===== src/rtl/core/dmpi_pkg.sv =====
`timescale 1ns / 1ps
// ----------------------------------------------------------------------------
// dmpi_pkg
// Shared types, constants and helpers for the dual-motor PI speed and
// position controller.
// ----------------------------------------------------------------------------
package dmpi_pkg;

    // Widths of the word fields.
    localparam int unsigned OPC_W   = 4;
    localparam int unsigned SPD_W   = 16;
    localparam int unsigned ENC_W   = 32;
    localparam int unsigned DUTY_W  = 8;
    localparam int unsigned CFG_IW  = 3;
    localparam int unsigned CFG_DW  = 16;
    localparam int unsigned STEP_W  = 4;

    // Datapath widths: gain operand, inner sum, full product.
    localparam int unsigned GAIN_W  = 17;
    localparam int unsigned INNER_W = 35;
    localparam int unsigned PROD_W  = GAIN_W + INNER_W;
    localparam int unsigned FRAC_W  = 28;
    localparam int unsigned QI_W    = 14;

    // Duty clamp: magnitudes from 101 * 2^28 up saturate to 100 percent.
    localparam logic [PROD_W-1:0] CLAMP_LIM = PROD_W'(101) << FRAC_W;
    localparam logic signed [DUTY_W-1:0] DUTY_MAX = DUTY_W'(100);
    localparam logic signed [DUTY_W-1:0] DUTY_MIN = -DUTY_W'(100);

    // Register reset values.
    localparam logic [CFG_DW-1:0] KP_LEFT_RST   = 16'd14909;
    localparam logic [CFG_DW-1:0] KI_LEFT_RST   = 16'd246;
    localparam logic [CFG_DW-1:0] KP_RIGHT_RST  = 16'd16384;
    localparam logic [CFG_DW-1:0] KI_RIGHT_RST  = 16'd246;
    localparam logic [CFG_DW-1:0] ROT_SPD_RST   = 16'd20;
    localparam logic [CFG_DW-1:0] STR_SPD_RST   = 16'd25;

    // Configuration register indexes.
    typedef enum logic [CFG_IW-1:0] {
        REG_KP_LEFT  = 3'd0,
        REG_KI_LEFT  = 3'd1,
        REG_KP_RIGHT = 3'd2,
        REG_KI_RIGHT = 3'd3,
        REG_ROT_SPD  = 3'd4,
        REG_STR_SPD  = 3'd5
    } t_reg_idx;

    // Command opcodes.
    typedef enum logic [OPC_W-1:0] {
        OPC_TICK    = 4'd0,
        OPC_STOP    = 4'd1,
        OPC_AT_POS  = 4'd2,
        OPC_FWD     = 4'd3,
        OPC_REV     = 4'd4,
        OPC_CCW     = 4'd5,
        OPC_CW      = 4'd6,
        OPC_SET_L   = 4'd7,
        OPC_SET_R   = 4'd8,
        OPC_CCW_POS = 4'd9,
        OPC_CW_POS  = 4'd10,
        OPC_FWD_POS = 4'd11,
        OPC_REV_POS = 4'd12
    } t_opcode;

    // Datapath operations driven by the control word.
    typedef enum logic [3:0] {
        OP_NOP,
        OP_ERR,
        OP_SUM,
        OP_MUL1,
        OP_INNER,
        OP_MUL2,
        OP_ABS,
        OP_FIN,
        OP_OUT
    } t_dp_op;

    // Jump conditions of the sequencer.
    typedef enum logic [1:0] {
        CND_NONE,
        CND_ZERO,
        CND_BUSY
    } t_cond;

    // Motor selected by a control word.
    typedef enum logic {
        MOT_L = 1'b0,
        MOT_R = 1'b1
    } t_motor;

    // One control word of the microprogram.
    typedef struct packed {
        t_dp_op             op;
        t_motor             motor;
        t_cond              cond;
        logic [STEP_W-1:0]  target;
    } t_ctrl;

    // Status fed back from the datapath to the sequencer.
    typedef struct packed {
        logic zero;
        logic out_busy;
    } t_stat;

    // Saturate a 17-bit signed value to 16 bits.
    function automatic logic signed [SPD_W-1:0] sat16(input logic signed [SPD_W:0] x);
        logic signed [SPD_W-1:0] r;
        if (x[SPD_W] != x[SPD_W-1]) begin
            r = x[SPD_W] ? {1'b1, {(SPD_W-1){1'b0}}} : {1'b0, {(SPD_W-1){1'b1}}};
        end else begin
            r = x[SPD_W-1:0];
        end
        return r;
    endfunction

    // 16-bit two's complement negation, wrapping at the most negative value.
    function automatic logic signed [SPD_W-1:0] neg16(input logic signed [SPD_W-1:0] x);
        return SPD_W'(SPD_W'(0) - x);
    endfunction

endpackage


===== src/rtl/core/dmpi_if.sv =====
`timescale 1ns / 1ps
// ----------------------------------------------------------------------------
// dmpi_if
// Valid/ready channels of the controller: command words in, duty words out.
// ----------------------------------------------------------------------------
interface dmpi_in_if;
    logic                               valid;
    logic                               ready;
    logic [dmpi_pkg::OPC_W-1:0]         opcode;
    logic signed [dmpi_pkg::SPD_W-1:0]  param;
    logic signed [dmpi_pkg::SPD_W-1:0]  rpm_left;
    logic signed [dmpi_pkg::SPD_W-1:0]  rpm_right;
    logic [dmpi_pkg::ENC_W-1:0]         enc_count;

    modport source (output valid, opcode, param, rpm_left, rpm_right, enc_count,
                    input ready);
    modport sink   (input valid, opcode, param, rpm_left, rpm_right, enc_count,
                    output ready);
endinterface

interface dmpi_out_if;
    logic                               valid;
    logic                               ready;
    logic signed [dmpi_pkg::DUTY_W-1:0] duty_left;
    logic signed [dmpi_pkg::DUTY_W-1:0] duty_right;
    logic                               at_position;

    modport source (output valid, duty_left, duty_right, at_position, input ready);
    modport sink   (input valid, duty_left, duty_right, at_position, output ready);
endinterface


===== src/rtl/core/dmpi_seq.sv =====
`timescale 1ns / 1ps
// ----------------------------------------------------------------------------
// dmpi_seq
// Step counter and microprogram ROM. One control word per step drives the
// datapath; conditional jumps skip the PI math for a zero target and hold
// the output step while the result register is still occupied.
// ----------------------------------------------------------------------------
module dmpi_seq (
    input  logic               i_clk,
    input  logic               i_rst_n,
    input  logic               i_start,
    input  dmpi_pkg::t_stat    i_stat,
    output dmpi_pkg::t_ctrl    o_ctrl,
    output logic               o_idle
);

    localparam logic [dmpi_pkg::STEP_W-1:0] STEP_IDLE  = 4'd0;
    localparam logic [dmpi_pkg::STEP_W-1:0] STEP_FIN_L = 4'd7;
    localparam logic [dmpi_pkg::STEP_W-1:0] STEP_FIN_R = 4'd14;
    localparam logic [dmpi_pkg::STEP_W-1:0] STEP_OUT   = 4'd15;

    logic [dmpi_pkg::STEP_W-1:0] r_step;
    logic [dmpi_pkg::STEP_W-1:0] n_step;
    dmpi_pkg::t_ctrl             w_ctrl;
    logic                        w_jump;

    // Microprogram: left motor in steps 1-7, right motor in 8-14, output at 15.
    always_comb begin
        unique case (r_step)
            4'd0:  w_ctrl = '{dmpi_pkg::OP_NOP,   dmpi_pkg::MOT_L, dmpi_pkg::CND_NONE, STEP_IDLE};
            4'd1:  w_ctrl = '{dmpi_pkg::OP_ERR,   dmpi_pkg::MOT_L, dmpi_pkg::CND_ZERO, STEP_FIN_L};
            4'd2:  w_ctrl = '{dmpi_pkg::OP_SUM,   dmpi_pkg::MOT_L, dmpi_pkg::CND_NONE, STEP_IDLE};
            4'd3:  w_ctrl = '{dmpi_pkg::OP_MUL1,  dmpi_pkg::MOT_L, dmpi_pkg::CND_NONE, STEP_IDLE};
            4'd4:  w_ctrl = '{dmpi_pkg::OP_INNER, dmpi_pkg::MOT_L, dmpi_pkg::CND_NONE, STEP_IDLE};
            4'd5:  w_ctrl = '{dmpi_pkg::OP_MUL2,  dmpi_pkg::MOT_L, dmpi_pkg::CND_NONE, STEP_IDLE};
            4'd6:  w_ctrl = '{dmpi_pkg::OP_ABS,   dmpi_pkg::MOT_L, dmpi_pkg::CND_NONE, STEP_IDLE};
            4'd7:  w_ctrl = '{dmpi_pkg::OP_FIN,   dmpi_pkg::MOT_L, dmpi_pkg::CND_NONE, STEP_IDLE};
            4'd8:  w_ctrl = '{dmpi_pkg::OP_ERR,   dmpi_pkg::MOT_R, dmpi_pkg::CND_ZERO, STEP_FIN_R};
            4'd9:  w_ctrl = '{dmpi_pkg::OP_SUM,   dmpi_pkg::MOT_R, dmpi_pkg::CND_NONE, STEP_IDLE};
            4'd10: w_ctrl = '{dmpi_pkg::OP_MUL1,  dmpi_pkg::MOT_R, dmpi_pkg::CND_NONE, STEP_IDLE};
            4'd11: w_ctrl = '{dmpi_pkg::OP_INNER, dmpi_pkg::MOT_R, dmpi_pkg::CND_NONE, STEP_IDLE};
            4'd12: w_ctrl = '{dmpi_pkg::OP_MUL2,  dmpi_pkg::MOT_R, dmpi_pkg::CND_NONE, STEP_IDLE};
            4'd13: w_ctrl = '{dmpi_pkg::OP_ABS,   dmpi_pkg::MOT_R, dmpi_pkg::CND_NONE, STEP_IDLE};
            4'd14: w_ctrl = '{dmpi_pkg::OP_FIN,   dmpi_pkg::MOT_R, dmpi_pkg::CND_NONE, STEP_IDLE};
            4'd15: w_ctrl = '{dmpi_pkg::OP_OUT,   dmpi_pkg::MOT_R, dmpi_pkg::CND_BUSY, STEP_OUT};
        endcase
    end

    // Jump decision from the condition field and datapath status.
    always_comb begin
        unique case (w_ctrl.cond)
            dmpi_pkg::CND_ZERO: w_jump = i_stat.zero;
            dmpi_pkg::CND_BUSY: w_jump = i_stat.out_busy;
            default:            w_jump = 1'b0;
        endcase
    end

    // Next step: wait at idle for a tick, else jump or advance. Step 15 wraps to idle.
    always_comb begin
        if (r_step == STEP_IDLE) begin
            n_step = i_start ? (STEP_IDLE + 4'd1) : STEP_IDLE;
        end else if (w_jump) begin
            n_step = w_ctrl.target;
        end else begin
            n_step = r_step + 4'd1;
        end
    end

    always_ff @(posedge i_clk) begin
        if (!i_rst_n) begin
            r_step <= STEP_IDLE;
        end else begin
            r_step <= n_step;
        end
    end

    assign o_ctrl = w_ctrl;
    assign o_idle = (r_step == STEP_IDLE);

endmodule


===== src/rtl/core/dmpi_dp.sv =====
`timescale 1ns / 1ps
// ----------------------------------------------------------------------------
// dmpi_dp
// Datapath: configuration and controller state, command decode, the PI
// arithmetic around one shared multiplier, and the result register.
// ----------------------------------------------------------------------------
module dmpi_dp (
    input  logic                                i_clk,
    input  logic                                i_rst_n,
    // Configuration writes.
    input  logic                                i_cfg_we,
    input  logic [dmpi_pkg::CFG_IW-1:0]         i_cfg_idx,
    input  logic [dmpi_pkg::CFG_DW-1:0]         i_cfg_data,
    // Accepted command word.
    input  logic                                i_cmd_acc,
    input  logic [dmpi_pkg::OPC_W-1:0]          i_opcode,
    input  logic signed [dmpi_pkg::SPD_W-1:0]   i_param,
    input  logic signed [dmpi_pkg::SPD_W-1:0]   i_rpm_left,
    input  logic signed [dmpi_pkg::SPD_W-1:0]   i_rpm_right,
    input  logic [dmpi_pkg::ENC_W-1:0]          i_enc_count,
    // Microprogram control and status.
    input  dmpi_pkg::t_ctrl                     i_ctrl,
    output dmpi_pkg::t_stat                     o_stat,
    // Result word.
    input  logic                                i_out_ready,
    output logic                                o_out_valid,
    output logic signed [dmpi_pkg::DUTY_W-1:0]  o_duty_left,
    output logic signed [dmpi_pkg::DUTY_W-1:0]  o_duty_right,
    output logic                                o_at_position
);

    localparam int unsigned SW = dmpi_pkg::SPD_W;
    localparam int unsigned PW = dmpi_pkg::PROD_W;
    localparam int unsigned IW = dmpi_pkg::INNER_W;
    localparam int unsigned GW = dmpi_pkg::GAIN_W;

    // Configuration registers.
    logic [dmpi_pkg::CFG_DW-1:0] r_kp_l, r_ki_l, r_kp_r, r_ki_r;
    logic signed [SW-1:0]        r_rot_spd, r_str_spd;

    // Controller state.
    logic signed [SW-1:0]        r_tgt_l, r_tgt_r;
    logic signed [SW-1:0]        r_sum_l, r_sum_r;
    logic                        r_pos_mode;
    logic signed [SW-1:0]        r_pos_dist;
    logic [dmpi_pkg::ENC_W-1:0]  r_pos_start;
    logic                        r_out_valid;

    // Latched tick inputs and working registers.
    logic signed [SW-1:0]        r_rpm_l, r_rpm_r;
    logic [dmpi_pkg::ENC_W-1:0]  r_enc;
    logic signed [SW-1:0]        r_err, r_s;
    logic                        r_zero;
    logic signed [IW-1:0]        r_inner;
    logic signed [PW-1:0]        r_prod;
    logic [PW-1:0]               r_mag;
    logic                        r_neg;
    logic signed [dmpi_pkg::DUTY_W-1:0] r_duty_l, r_duty_r;
    logic signed [dmpi_pkg::DUTY_W-1:0] r_o_duty_l, r_o_duty_r;
    logic                        r_o_at_pos;

    // Combinational values.
    logic signed [SW-1:0]        w_tgt, w_rpm, w_sum;
    logic [dmpi_pkg::CFG_DW-1:0] w_kp, w_ki;
    logic signed [GW-1:0]        w_mul_a;
    logic signed [IW-1:0]        w_mul_b;
    logic signed [PW-1:0]        w_mul_p;
    logic                        w_over;
    logic [6:0]                  w_mag7;
    logic signed [dmpi_pkg::DUTY_W-1:0] w_duty;
    logic signed [SW-1:0]        w_sum_next;
    logic [dmpi_pkg::ENC_W-1:0]  w_moved, w_goal;
    logic                        w_done;
    logic                        w_busy;

    // Operand selection for the motor of the current step.
    always_comb begin
        if (i_ctrl.motor == dmpi_pkg::MOT_R) begin
            w_tgt = r_tgt_r;
            w_rpm = r_rpm_r;
            w_sum = r_sum_r;
            w_kp  = r_kp_r;
            w_ki  = r_ki_r;
        end else begin
            w_tgt = r_tgt_l;
            w_rpm = r_rpm_l;
            w_sum = r_sum_l;
            w_kp  = r_kp_l;
            w_ki  = r_ki_l;
        end
    end

    // Shared multiplier: ki * sum first, then kp * inner.
    always_comb begin
        if (i_ctrl.op == dmpi_pkg::OP_MUL2) begin
            w_mul_a = $signed({1'b0, w_kp});
            w_mul_b = r_inner;
        end else begin
            w_mul_a = $signed({1'b0, w_ki});
            w_mul_b = IW'(r_s);
        end
        w_mul_p = PW'(w_mul_a) * PW'(w_mul_b);
    end

    // Duty from the product magnitude, truncated toward zero, and the clamp.
    always_comb begin
        w_over = (r_mag >= dmpi_pkg::CLAMP_LIM);
        w_mag7 = r_mag[dmpi_pkg::FRAC_W+6:dmpi_pkg::FRAC_W];
        if (r_zero) begin
            w_duty = '0;
        end else if (w_over) begin
            w_duty = r_neg ? dmpi_pkg::DUTY_MIN : dmpi_pkg::DUTY_MAX;
        end else begin
            w_duty = r_neg ? -$signed({1'b0, w_mag7}) : $signed({1'b0, w_mag7});
        end
        // Anti-windup: on a clamp the error is backed out of the sum.
        if (r_zero) begin
            w_sum_next = '0;
        end else if (w_over) begin
            w_sum_next = dmpi_pkg::sat16(17'(r_s) - 17'(r_err));
        end else begin
            w_sum_next = r_s;
        end
    end

    // Position check on the distance travelled since the move began.
    always_comb begin
        w_moved = r_enc - r_pos_start;
        w_goal  = dmpi_pkg::ENC_W'(r_pos_dist);
        w_done  = r_pos_mode && (w_moved >= w_goal);
        w_busy  = r_out_valid && !i_out_ready;
    end

    // State registers: configuration, targets, sums, position mode, result valid.
    always_ff @(posedge i_clk) begin
        if (!i_rst_n) begin
            r_kp_l      <= dmpi_pkg::KP_LEFT_RST;
            r_ki_l      <= dmpi_pkg::KI_LEFT_RST;
            r_kp_r      <= dmpi_pkg::KP_RIGHT_RST;
            r_ki_r      <= dmpi_pkg::KI_RIGHT_RST;
            r_rot_spd   <= dmpi_pkg::ROT_SPD_RST;
            r_str_spd   <= dmpi_pkg::STR_SPD_RST;
            r_tgt_l     <= '0;
            r_tgt_r     <= '0;
            r_sum_l     <= '0;
            r_sum_r     <= '0;
            r_pos_mode  <= 1'b0;
            r_pos_dist  <= '0;
            r_pos_start <= '0;
            r_out_valid <= 1'b0;
        end else begin
            if (i_cfg_we) begin
                case (i_cfg_idx)
                    dmpi_pkg::REG_KP_LEFT:  r_kp_l    <= i_cfg_data;
                    dmpi_pkg::REG_KI_LEFT:  r_ki_l    <= i_cfg_data;
                    dmpi_pkg::REG_KP_RIGHT: r_kp_r    <= i_cfg_data;
                    dmpi_pkg::REG_KI_RIGHT: r_ki_r    <= i_cfg_data;
                    dmpi_pkg::REG_ROT_SPD:  r_rot_spd <= i_cfg_data;
                    dmpi_pkg::REG_STR_SPD:  r_str_spd <= i_cfg_data;
                    default: ;
                endcase
            end

            // Command decode; a tick only starts the microprogram.
            if (i_cmd_acc) begin
                unique case (i_opcode) inside
                    dmpi_pkg::OPC_STOP: begin
                        r_tgt_l <= '0; r_tgt_r <= '0; r_pos_mode <= 1'b0;
                    end
                    dmpi_pkg::OPC_AT_POS: begin
                        r_tgt_l <= '0; r_tgt_r <= '0;
                    end
                    dmpi_pkg::OPC_FWD: begin
                        r_tgt_l <= i_param; r_tgt_r <= i_param; r_pos_mode <= 1'b0;
                    end
                    dmpi_pkg::OPC_REV: begin
                        r_tgt_l    <= dmpi_pkg::neg16(i_param);
                        r_tgt_r    <= dmpi_pkg::neg16(i_param);
                        r_pos_mode <= 1'b0;
                    end
                    dmpi_pkg::OPC_CCW: begin
                        r_tgt_l <= dmpi_pkg::neg16(i_param); r_tgt_r <= i_param;
                        r_pos_mode <= 1'b0;
                    end
                    dmpi_pkg::OPC_CW: begin
                        r_tgt_l <= i_param; r_tgt_r <= dmpi_pkg::neg16(i_param);
                        r_pos_mode <= 1'b0;
                    end
                    dmpi_pkg::OPC_SET_L: begin
                        r_tgt_l <= i_param; r_pos_mode <= 1'b0;
                    end
                    dmpi_pkg::OPC_SET_R: begin
                        r_tgt_r <= i_param; r_pos_mode <= 1'b0;
                    end
                    dmpi_pkg::OPC_CCW_POS, dmpi_pkg::OPC_CW_POS,
                    dmpi_pkg::OPC_FWD_POS, dmpi_pkg::OPC_REV_POS: begin
                        case (i_opcode)
                            dmpi_pkg::OPC_CCW_POS: begin
                                r_tgt_l <= dmpi_pkg::neg16(r_rot_spd);
                                r_tgt_r <= r_rot_spd;
                            end
                            dmpi_pkg::OPC_CW_POS: begin
                                r_tgt_l <= r_rot_spd;
                                r_tgt_r <= dmpi_pkg::neg16(r_rot_spd);
                            end
                            dmpi_pkg::OPC_FWD_POS: begin
                                r_tgt_l <= r_str_spd;
                                r_tgt_r <= r_str_spd;
                            end
                            default: begin
                                r_tgt_l <= dmpi_pkg::neg16(r_str_spd);
                                r_tgt_r <= dmpi_pkg::neg16(r_str_spd);
                            end
                        endcase
                        r_pos_dist  <= i_param;
                        r_pos_start <= i_enc_count;
                        r_pos_mode  <= 1'b1;
                    end
                    default: ;
                endcase
            end

            // Sum write-back at the end of each motor's pass.
            if (i_ctrl.op == dmpi_pkg::OP_FIN) begin
                if (i_ctrl.motor == dmpi_pkg::MOT_R) begin
                    r_sum_r <= w_sum_next;
                end else begin
                    r_sum_l <= w_sum_next;
                end
            end

            // Result register: drained by the sink, loaded by the output step.
            if (i_out_ready) begin
                r_out_valid <= 1'b0;
            end
            if (i_ctrl.op == dmpi_pkg::OP_OUT && !w_busy) begin
                r_out_valid <= 1'b1;
                if (w_done) begin
                    r_pos_mode <= 1'b0;
                end
            end
        end
    end

    // Working registers of the PI arithmetic and result payload.
    always_ff @(posedge i_clk) begin
        if (i_cmd_acc) begin
            r_rpm_l <= i_rpm_left;
            r_rpm_r <= i_rpm_right;
            r_enc   <= i_enc_count;
        end
        case (i_ctrl.op) inside
            dmpi_pkg::OP_ERR: begin
                r_err  <= dmpi_pkg::sat16(17'(w_tgt) - 17'(w_rpm));
                r_zero <= (w_tgt == '0);
            end
            dmpi_pkg::OP_SUM: begin
                r_s <= dmpi_pkg::sat16(17'(w_sum) + 17'(r_err));
            end
            dmpi_pkg::OP_MUL1, dmpi_pkg::OP_MUL2: begin
                r_prod <= w_mul_p;
            end
            dmpi_pkg::OP_INNER: begin
                r_inner <= (IW'(r_err) <<< dmpi_pkg::QI_W) + r_prod[IW-1:0];
            end
            dmpi_pkg::OP_ABS: begin
                r_neg <= r_prod[PW-1];
                r_mag <= r_prod[PW-1] ? PW'(-r_prod) : r_prod;
            end
            dmpi_pkg::OP_FIN: begin
                if (i_ctrl.motor == dmpi_pkg::MOT_R) begin
                    r_duty_r <= w_duty;
                end else begin
                    r_duty_l <= w_duty;
                end
            end
            dmpi_pkg::OP_OUT: begin
                if (!w_busy) begin
                    r_o_duty_l <= r_duty_l;
                    r_o_duty_r <= r_duty_r;
                    r_o_at_pos <= w_done;
                end
            end
            default: ;
        endcase
    end

    // A zero target at the error step skips straight to the write-back.
    assign o_stat.zero     = (w_tgt == '0);
    assign o_stat.out_busy = w_busy;

    assign o_out_valid   = r_out_valid;
    assign o_duty_left   = r_o_duty_l;
    assign o_duty_right  = r_o_duty_r;
    assign o_at_position = r_o_at_pos;

endmodule


===== src/rtl/core/dual_motor_pi_speed_position.sv =====
`timescale 1ns / 1ps
// Sequence: a tick word runs through the 15-step microprogram, which runs both motors
// through one shared multiplier; each zero target skips five steps, and a busy output
// register holds the output step. Stop and move commands update the targets when accepted.
// Acceptance: words are taken only while the sequencer is idle, so a new tick waits until
// the last one has finished its program; other commands go back to back.
// Reset: synchronous, active low; targets, sums and position clear, gains and speeds load their reset values.
// ----------------------------------------------------------------------------
// dual_motor_pi_speed_position
// Dual-motor PI speed controller with anti-windup and fixed-distance moves,
// built as a microcoded sequencer driving a shared-multiplier datapath.
// ----------------------------------------------------------------------------
module dual_motor_pi_speed_position (
    input  logic                            i_clk,
    input  logic                            i_rst_n,
    dmpi_in_if.sink                         i_cmd,
    dmpi_out_if.source                      o_res,
    input  logic                            i_cfg_we,
    input  logic [dmpi_pkg::CFG_IW-1:0]     i_cfg_idx,
    input  logic [dmpi_pkg::CFG_DW-1:0]     i_cfg_data
);

    dmpi_pkg::t_ctrl w_ctrl;
    dmpi_pkg::t_stat w_stat;
    logic            w_idle;
    logic            w_acc;
    logic            w_start;

    // Words are taken only while the sequencer sits at its idle step.
    assign i_cmd.ready = w_idle;
    assign w_acc       = i_cmd.valid && w_idle;
    assign w_start     = w_acc && (i_cmd.opcode == dmpi_pkg::OPC_TICK);

    dmpi_seq u_seq (
        .i_clk   (i_clk),
        .i_rst_n (i_rst_n),
        .i_start (w_start),
        .i_stat  (w_stat),
        .o_ctrl  (w_ctrl),
        .o_idle  (w_idle)
    );

    dmpi_dp u_dp (
        .i_clk         (i_clk),
        .i_rst_n       (i_rst_n),
        .i_cfg_we      (i_cfg_we),
        .i_cfg_idx     (i_cfg_idx),
        .i_cfg_data    (i_cfg_data),
        .i_cmd_acc     (w_acc),
        .i_opcode      (i_cmd.opcode),
        .i_param       (i_cmd.param),
        .i_rpm_left    (i_cmd.rpm_left),
        .i_rpm_right   (i_cmd.rpm_right),
        .i_enc_count   (i_cmd.enc_count),
        .i_ctrl        (w_ctrl),
        .o_stat        (w_stat),
        .i_out_ready   (o_res.ready),
        .o_out_valid   (o_res.valid),
        .o_duty_left   (o_res.duty_left),
        .o_duty_right  (o_res.duty_right),
        .o_at_position (o_res.at_position)
    );

    // Duties leave the block inside the clamp range.
    a_duty_range: assert property (@(posedge i_clk) disable iff (!i_rst_n)
        o_res.valid |-> ($signed(o_res.duty_left) <= 100 && $signed(o_res.duty_left) >= -100
                      && $signed(o_res.duty_right) <= 100
                      && $signed(o_res.duty_right) >= -100))
        else $error("duty outside clamp range");

    // A new result only appears from the output step of a running program.
    a_res_from_prog: assert property (@(posedge i_clk) disable iff (!i_rst_n)
        $rose(o_res.valid) |-> !$past(w_idle))
        else $error("result raised while sequencer idle");

    // Non-tick commands never start the microprogram.
    a_cmd_one_cycle: assert property (@(posedge i_clk) disable iff (!i_rst_n)
        (w_acc && i_cmd.opcode != dmpi_pkg::OPC_TICK) |=> w_idle)
        else $error("command left sequencer busy");

endmodule


===== src/flat_wrapper.sv =====
// flat-port wrapper written by rule: the top's interface ports become plain ports
module dual_motor_pi_speed_position_flat 
  (i_clk, i_rst_n, i_cfg_we, i_cfg_idx, i_cfg_data, i_cmd_valid, i_cmd_opcode, i_cmd_param, i_cmd_rpm_left, i_cmd_rpm_right, i_cmd_enc_count, i_cmd_ready, o_res_valid, o_res_duty_left, o_res_duty_right, o_res_at_position, o_res_ready);
  dmpi_in_if i_cmd_i ();
  dmpi_out_if o_res_i ();
  input  logic i_clk;
  input  logic i_rst_n;
  input  logic i_cfg_we;
  input  logic [dmpi_pkg::CFG_IW-1:0] i_cfg_idx;
  input  logic [dmpi_pkg::CFG_DW-1:0] i_cfg_data;
  input wire logic [$bits(i_cmd_i.valid)-1:0] i_cmd_valid;
  input wire logic [$bits(i_cmd_i.opcode)-1:0] i_cmd_opcode;
  input wire logic [$bits(i_cmd_i.param)-1:0] i_cmd_param;
  input wire logic [$bits(i_cmd_i.rpm_left)-1:0] i_cmd_rpm_left;
  input wire logic [$bits(i_cmd_i.rpm_right)-1:0] i_cmd_rpm_right;
  input wire logic [$bits(i_cmd_i.enc_count)-1:0] i_cmd_enc_count;
  output wire logic [$bits(i_cmd_i.ready)-1:0] i_cmd_ready;
  output wire logic [$bits(o_res_i.valid)-1:0] o_res_valid;
  output wire logic [$bits(o_res_i.duty_left)-1:0] o_res_duty_left;
  output wire logic [$bits(o_res_i.duty_right)-1:0] o_res_duty_right;
  output wire logic [$bits(o_res_i.at_position)-1:0] o_res_at_position;
  input wire logic [$bits(o_res_i.ready)-1:0] o_res_ready;
  assign i_cmd_i.valid = i_cmd_valid;
  assign i_cmd_i.opcode = i_cmd_opcode;
  assign i_cmd_i.param = i_cmd_param;
  assign i_cmd_i.rpm_left = i_cmd_rpm_left;
  assign i_cmd_i.rpm_right = i_cmd_rpm_right;
  assign i_cmd_i.enc_count = i_cmd_enc_count;
  assign i_cmd_ready = i_cmd_i.ready;
  assign o_res_valid = o_res_i.valid;
  assign o_res_duty_left = o_res_i.duty_left;
  assign o_res_duty_right = o_res_i.duty_right;
  assign o_res_at_position = o_res_i.at_position;
  assign o_res_i.ready = o_res_ready;
  dual_motor_pi_speed_position u_core (.i_clk(i_clk), .i_rst_n(i_rst_n), .i_cmd(i_cmd_i), .o_res(o_res_i), .i_cfg_we(i_cfg_we), .i_cfg_idx(i_cfg_idx), .i_cfg_data(i_cfg_data));
endmodule

===== config.mk =====
export PLATFORM = sky130hd
export DESIGN_NAME = dual_motor_pi_speed_position_flat
export DESIGN_NICKNAME = d
export VERILOG_FILES = /design/src/rtl/core/dmpi_pkg.sv /design/src/rtl/core/dmpi_if.sv /design/src/rtl/core/dmpi_seq.sv /design/src/rtl/core/dmpi_dp.sv /design/src/rtl/core/dual_motor_pi_speed_position.sv /design/src/flat_wrapper.sv
export SDC_FILE = /design/constraint.sdc
export NUM_CORES = 2
export LEC_CHECK = 0
export BUFFER_PORTS_ARGS = -buffer_cell sky130_fd_sc_hd__buf_2
export CAP_MARGIN = 0
export CORE_MARGIN = 4
export CORE_UTILIZATION = 45
export DETAILED_ROUTE_END_ITERATION = 7
export SYNTH_ARGS = -nofsm -noshare
export SYNTH_HDL_FRONTEND = slang
export SYNTH_SLANG_ARGS = --single-unit

===== constraint.sdc =====
create_clock -name i_clk -period 10.3 [get_ports i_clk]
set_input_delay 1.03 -clock i_clk [delete_from_list [all_inputs] [get_ports i_clk]]
set_output_delay 1.03 -clock i_clk [all_outputs]
set_load 0.02 [all_outputs]

==> flow_summary.html <==
<table>
<tr><th>Metric</th><th>Value</th></tr>
<tr><th colspan="2">Global route</th></tr>
<tr><td>Busiest grt layer</td><td>met2</td></tr>
<tr><td>Final global-route overflow total</td><td>0</td></tr>
<tr><td>Met3 GRT Util</td><td>5.79%</td></tr>
<tr><td>Antenna violations before repair</td><td>5</td></tr>
<tr><td>Fraction of met2 tracks used by global routing</td><td>around 37%</td></tr>
<tr><td>Overall routing resource usage</td><td>a little under a quarter</td></tr>
<tr><td>Number of global-route vias before repair</td><td>around 36000</td></tr>
<tr><td>Met1 usage</td><td>about a third</td></tr>
<tr><td>Maximum number of pins on one net before global-route repair</td><td>roughly 110</td></tr>
<tr><td>Global-route wire length before repair</td><td>a little over 200000 um</td></tr>
<tr><th colspan="2">STA</th></tr>
<tr><td>Final critical path time including I/O delays and setup</td><td>around 9600 ps</td></tr>
<tr><td>Total negative slack</td><td>0 ps</td></tr>
<tr><td>Crit path setup slack, layout</td><td>670 ps</td></tr>
<tr><td>Max transition margin</td><td>approximately 17%</td></tr>
<tr><td>Final setup skew</td><td>roughly 46 ps</td></tr>
<tr><td>Final Slew Violations</td><td>0</td></tr>
<tr><td>Final setup violation count</td><td>0</td></tr>
<tr><td>Final Hold Viols</td><td>0</td></tr>
<tr><td>Post-route clock period utilization</td><td>~93%</td></tr>
<tr><td>Unrepaired setup endpoints after global routing</td><td>false</td></tr>
<tr><td>Slew @ Worst Pin</td><td>approximately 1200 ps</td></tr>
<tr><td>Achievable Freq</td><td>about 0.10 GHz</td></tr>
<tr><th colspan="2">Clock tree</th></tr>
<tr><td>CTS HTree Levels</td><td>2</td></tr>
<tr><td>Clock-pin transition on the worst setup and hold timing paths</td><td>70 ps</td></tr>
<tr><td>Clock tree from TritonCTS</td><td>yes</td></tr>
<tr><td>Worst-skew pair later-pin latency</td><td>~620 ps</td></tr>
<tr><td>Number of buffers inserted for hold repair after clock tree synthesis</td><td>0</td></tr>
<tr><td>Cts repair resizes</td><td>0</td></tr>
<tr><td>Maximum clock insertion buffer count</td><td>3</td></tr>
<tr><td>Post-CTS Repair Setup Buffers</td><td>0</td></tr>
<tr><td>Clock tree root buffer cell</td><td>sky130_fd_sc_hd__clkbuf_16</td></tr>
<tr><td>Sink Count</td><td>roughly 480</td></tr>
<tr><td>Total CTS buffers</td><td>53</td></tr>
<tr><th colspan="2">Layout</th></tr>
<tr><td>Final standard cell area without fillers</td><td>between 50000 and 60000 um^2</td></tr>
<tr><td>Final Net Count</td><td>roughly 6000</td></tr>
<tr><td>Filler-free cell count of the finished design</td><td>between 6000 and 7000</td></tr>
<tr><td>Most common cell after layout, fill and taps aside</td><td>sky130_fd_sc_hd__nand2_1</td></tr>
<tr><td>Share of final-layout standard cells stronger than drive strength 1</td><td>about 7.2%</td></tr>
<tr><td>Synthesis-to-finish area growth</td><td>7.90%</td></tr>
<tr><td>Commonest non-fill, non-tap cells in the layout</td><td>817 x sky130_fd_sc_hd__nand2_1, 758 x sky130_fd_sc_hd__inv_1, 536 x sky130_fd_sc_hd__fa_1</td></tr>
<tr><th colspan="2">Setup path</th></tr>
<tr><td>Worst Setup End Kind</td><td>flip-flop</td></tr>
<tr><td>Max Fanout on Critical Path</td><td>35</td></tr>
<tr><td>Endpoint arrival time on the critical path</td><td>9980 ps</td></tr>
<tr><td>Bufs and invs on worst path</td><td>5</td></tr>
<tr><td>Internal reg-to-reg setup slack</td><td>roughly 670 ps</td></tr>
<tr><td>Data required time of the worst path</td><td>roughly 11000 ps</td></tr>
<tr><td>Cell count of the worst reg-to-reg path</td><td>28</td></tr>
<tr><td>Dominant delay contributor by cell family on the critical path</td><td>adder cells</td></tr>
<tr><td>Origin of the critical flop-to-flop path</td><td>u_core.u_seq.r_step[0]</td></tr>
<tr><td>Delay of the slowest cell on the worst path</td><td>around 850 ps</td></tr>
<tr><td>Slowest-stage cell, CP</td><td>sky130_fd_sc_hd__mux4_2</td></tr>
<tr><td>CP dominant cell by count</td><td>sky130_fd_sc_hd__fa_1</td></tr>
<tr><td>Worst r2r dst</td><td>u_core.u_dp.r_prod[48]</td></tr>
<tr><td>Setup Crit Path Kind</td><td>reg -&gt; reg</td></tr>
<tr><td>CP startpoint kind</td><td>flip-flop</td></tr>
<tr><th colspan="2">Placement</th></tr>
<tr><td>Post-placement worst setup slack</td><td>793 ps</td></tr>
<tr><td>Routability congestion estimate</td><td>0.932</td></tr>
<tr><td>Placed Cells</td><td>about 6500</td></tr>
<tr><td>Port Buf Inserts</td><td>126</td></tr>
<tr><td>Final HPWL from detailed placement</td><td>about 100000 um</td></tr>
<tr><td>Area post-placement</td><td>48700 um^2</td></tr>
<tr><th colspan="2">Die</th></tr>
<tr><td>Height of the die</td><td>330 um</td></tr>
<tr><td>Initial standard-cell utilization of the core</td><td>between 40% and 50%</td></tr>
<tr><td>Area of the die</td><td>roughly 110000 um^2</td></tr>
<tr><td>Top-Level Pins</td><td>~130</td></tr>
<tr><td>Number of rows in the core area</td><td>roughly 120</td></tr>
<tr><td>Core box area</td><td>between 100000 and 150000 um^2</td></tr>
<tr><td>Die Width</td><td>approximately 330 um</td></tr>
<tr><th colspan="2">Power and ir drop</th></tr>
<tr><td>Part of the total power dissipated in sequential elements</td><td>31.9%</td></tr>
<tr><td>Switching component of the power</td><td>2.56 mW</td></tr>
<tr><td>Part of the total power dissipated in the clock network</td><td>between 20% and 30%</td></tr>
<tr><td>Part of the power in combinational logic</td><td>about two fifths</td></tr>
<tr><td>Power per cell area</td><td>between 100 and 150 nW/um^2</td></tr>
<tr><td>Internal Power</td><td>between 4 and 5 mW</td></tr>
<tr><td>Leak pwr</td><td>roughly 22 nW</td></tr>
<tr><td>Switching share of power</td><td>roughly 37%</td></tr>
<tr><td>Peak supply drop</td><td>0.000118 V</td></tr>
<tr><th colspan="2">Flow run</th></tr>
<tr><td>Max_cap viols</td><td>0</td></tr>
<tr><th colspan="2">Worst hold path</th></tr>
<tr><td>Hold Path Origin</td><td>u_core.u_dp.r_duty_l[5]</td></tr>
<tr><td>Cell depth of the worst min-delay path</td><td>0</td></tr>
<tr><td>Worst hold path class</td><td>reg -&gt; reg</td></tr>
<tr><td>Endpoint with the worst hold slack</td><td>u_core.u_dp.o_duty_left[5]</td></tr>
<tr><th colspan="2">Yosys</th></tr>
<tr><td>Post-synth net total</td><td>roughly 6100</td></tr>
<tr><td>Primary flip-flop cell chosen by synthesis mapping</td><td>sky130_fd_sc_hd__edfxtp_1</td></tr>
<tr><td>Post-synth ARST share</td><td>0%</td></tr>
<tr><td>Number of flops mapped to enable cells by yosys</td><td>270</td></tr>
<tr><td>Count of yosys warnings during synthesis</td><td>0</td></tr>
<tr><td>Sequential cell area fraction in the yosys report</td><td>26.5%</td></tr>
<tr><td>Number of library cell types mapped by synthesis</td><td>82</td></tr>
<tr><td>Number of synthesized register bits</td><td>484</td></tr>
<tr><td>Post-synthesis average cell area</td><td>about 9 um^2</td></tr>
<tr><td>Cell count after synthesis</td><td>approximately 5200</td></tr>
<tr><td>Syn Std Cell Area</td><td>between 40000 and 50000 um^2</td></tr>
<tr><th colspan="2">Drt</th></tr>
<tr><td>Initial DRT Pass Iterations</td><td>6</td></tr>
<tr><td>Number of remaining DRC errors</td><td>0</td></tr>
<tr><td>Remaining antenna violation count</td><td>0</td></tr>
<tr><td>Post-detailed-route via-to-cell ratio</td><td>5.44</td></tr>
<tr><td>Routed length per placed instance</td><td>between 15 and 20 um</td></tr>
<tr><td>Iter 0 DRT Violations</td><td>2596</td></tr>
<tr><td>Detailed Route WL</td><td>128000 um</td></tr>
<tr><td>Overall via count from detail_route</td><td>between 30000 and 40000</td></tr>
<tr><th colspan="2">Outcome</th></tr>
<tr><td>Outcome</td><td>finished, final reports clean</td></tr>
</table>
==> cell type report <==
type | instances | area [um^2]
clock inverters | 34 | 323
inverters | 759 | 2850
multi-input cells | 3689 | 30600
diodes | 3 | 7.51
flip-flops and latches | 484 | 12400
well taps | 1368 | 1710
fillers | 9739 | 52000
repair buffers | 190 | 1130
clock buffers | 61 | 1380
==> how the worst max path moves through the flow <==
stage	from	to	slack, ps	depth (start not counted)
2_1_floorplan	u_core.u_seq.r_step[0]	u_core.u_dp.r_prod[45]	1120	33
3_3_place_gp	u_core.u_seq.r_step[0]	u_core.u_dp.r_prod[48]	910	28
3_5_place_dp	u_core.u_seq.r_step[0]	u_core.u_dp.r_prod[48]	790	28
4_1_cts	u_core.u_seq.r_step[0]	u_core.u_dp.r_prod[48]	750	28
5_1_grt	u_core.u_seq.r_step[0]	u_core.u_dp.r_prod[49]	180	29
6_report	u_core.u_seq.r_step[0]	u_core.u_dp.r_prod[48]	670	28
==> logic make-up (layout without fill, tap and decap cells) <==
group           after synthesis  in the layout  share of synthesized area [%]
mux                         129            129                           3.20
compound gates              994            994                           13.5
buf+inv                    1012           1044                           8.15
simple gates               1563           1563                           14.7
other cells                   0              3                              0
fa+ha+maj                   808            808                           30.3
flops                       484            484                           26.5
xor+xnor                    195            195                           3.66
==> Yosys cell counts (all sizes together) (6+ instances only) <==
cell type,count,area (um^2)
a221oi,9,78.8
nand4,23,144
o31ai,48,360
buf,20,78.8
mux2,51,574
xnor2,145,1270
o21a,27,203
a22oi,25,188
a21oi,286,1430
and3,18,113
mux4,11,248
clkbuf,233,876
o41ai,11,111
nor4b,6,52.6
nand3,65,325
dfxtp,214,4280
a2111oi,6,52.6
ha,268,3350
nand2,817,3070
a21boi,140,1050
a211o,7,61.3
nand2b,48,300
or4,14,113
a21o,80,601
a31oi,25,156
nor2b,51,319
xor2,50,438
o211ai,12,90.1
nor3,61,305
o21bai,20,150
edfxtp,270,8110
or2,14,87.6
inv,759,2850
and2,47,294
fa,536,10700
a211oi,17,128
mux2i,67,671
or3,27,174
nor2,327,1230
nor4,26,163
o21ai,223,1120
==> through the flow <==
stage | hold WS (ps) | total power, mW | util (%)
6_report | 417 | 6.92 | 49.2
5_1_grt | 424 | 7.40 | 49.2
2_1_floorplan | 400 | 4.30 | -
3_5_place_dp | 405 | 5.02 | 47.6
3_3_place_gp | 402 | 5.00 | 47.6
4_1_cts | 419 | 6.93 | 49.2
==> power groups by stage <==
stage               logic (mW)  registers (mW)  clock network [mW]
floorplan                 2.06            2.24                   0
global placement          2.75            2.25                   0
detailed placement        2.77            2.25                   0
finish                    2.82            2.21                1.89
CTS                       2.79            2.21                1.93
global route              3.18            2.21                2.01
==> state kept, by name, indices dropped and copies added (netlist names), 32 cells and up <==
| register | count |
|---|---|
| u_core.u_dp.r_enc | 32 |
| u_core.u_dp.r_prod | 52 |
| u_core.u_dp.r_mag | 52 |
| u_core.u_dp.r_pos_start | 32 |
| u_core.u_dp.r_inner | 35 |
==> layer usage <==
metal	routed length, um	part of all wire, %	up-vias
met5	13	0.010	-
met4	3050	2.4	2
met3	10700	8.3	193
met2	57200	45	1135
met1	57300	45	17500
li1	-	-	17000
(Power assumes the default switching activity.)
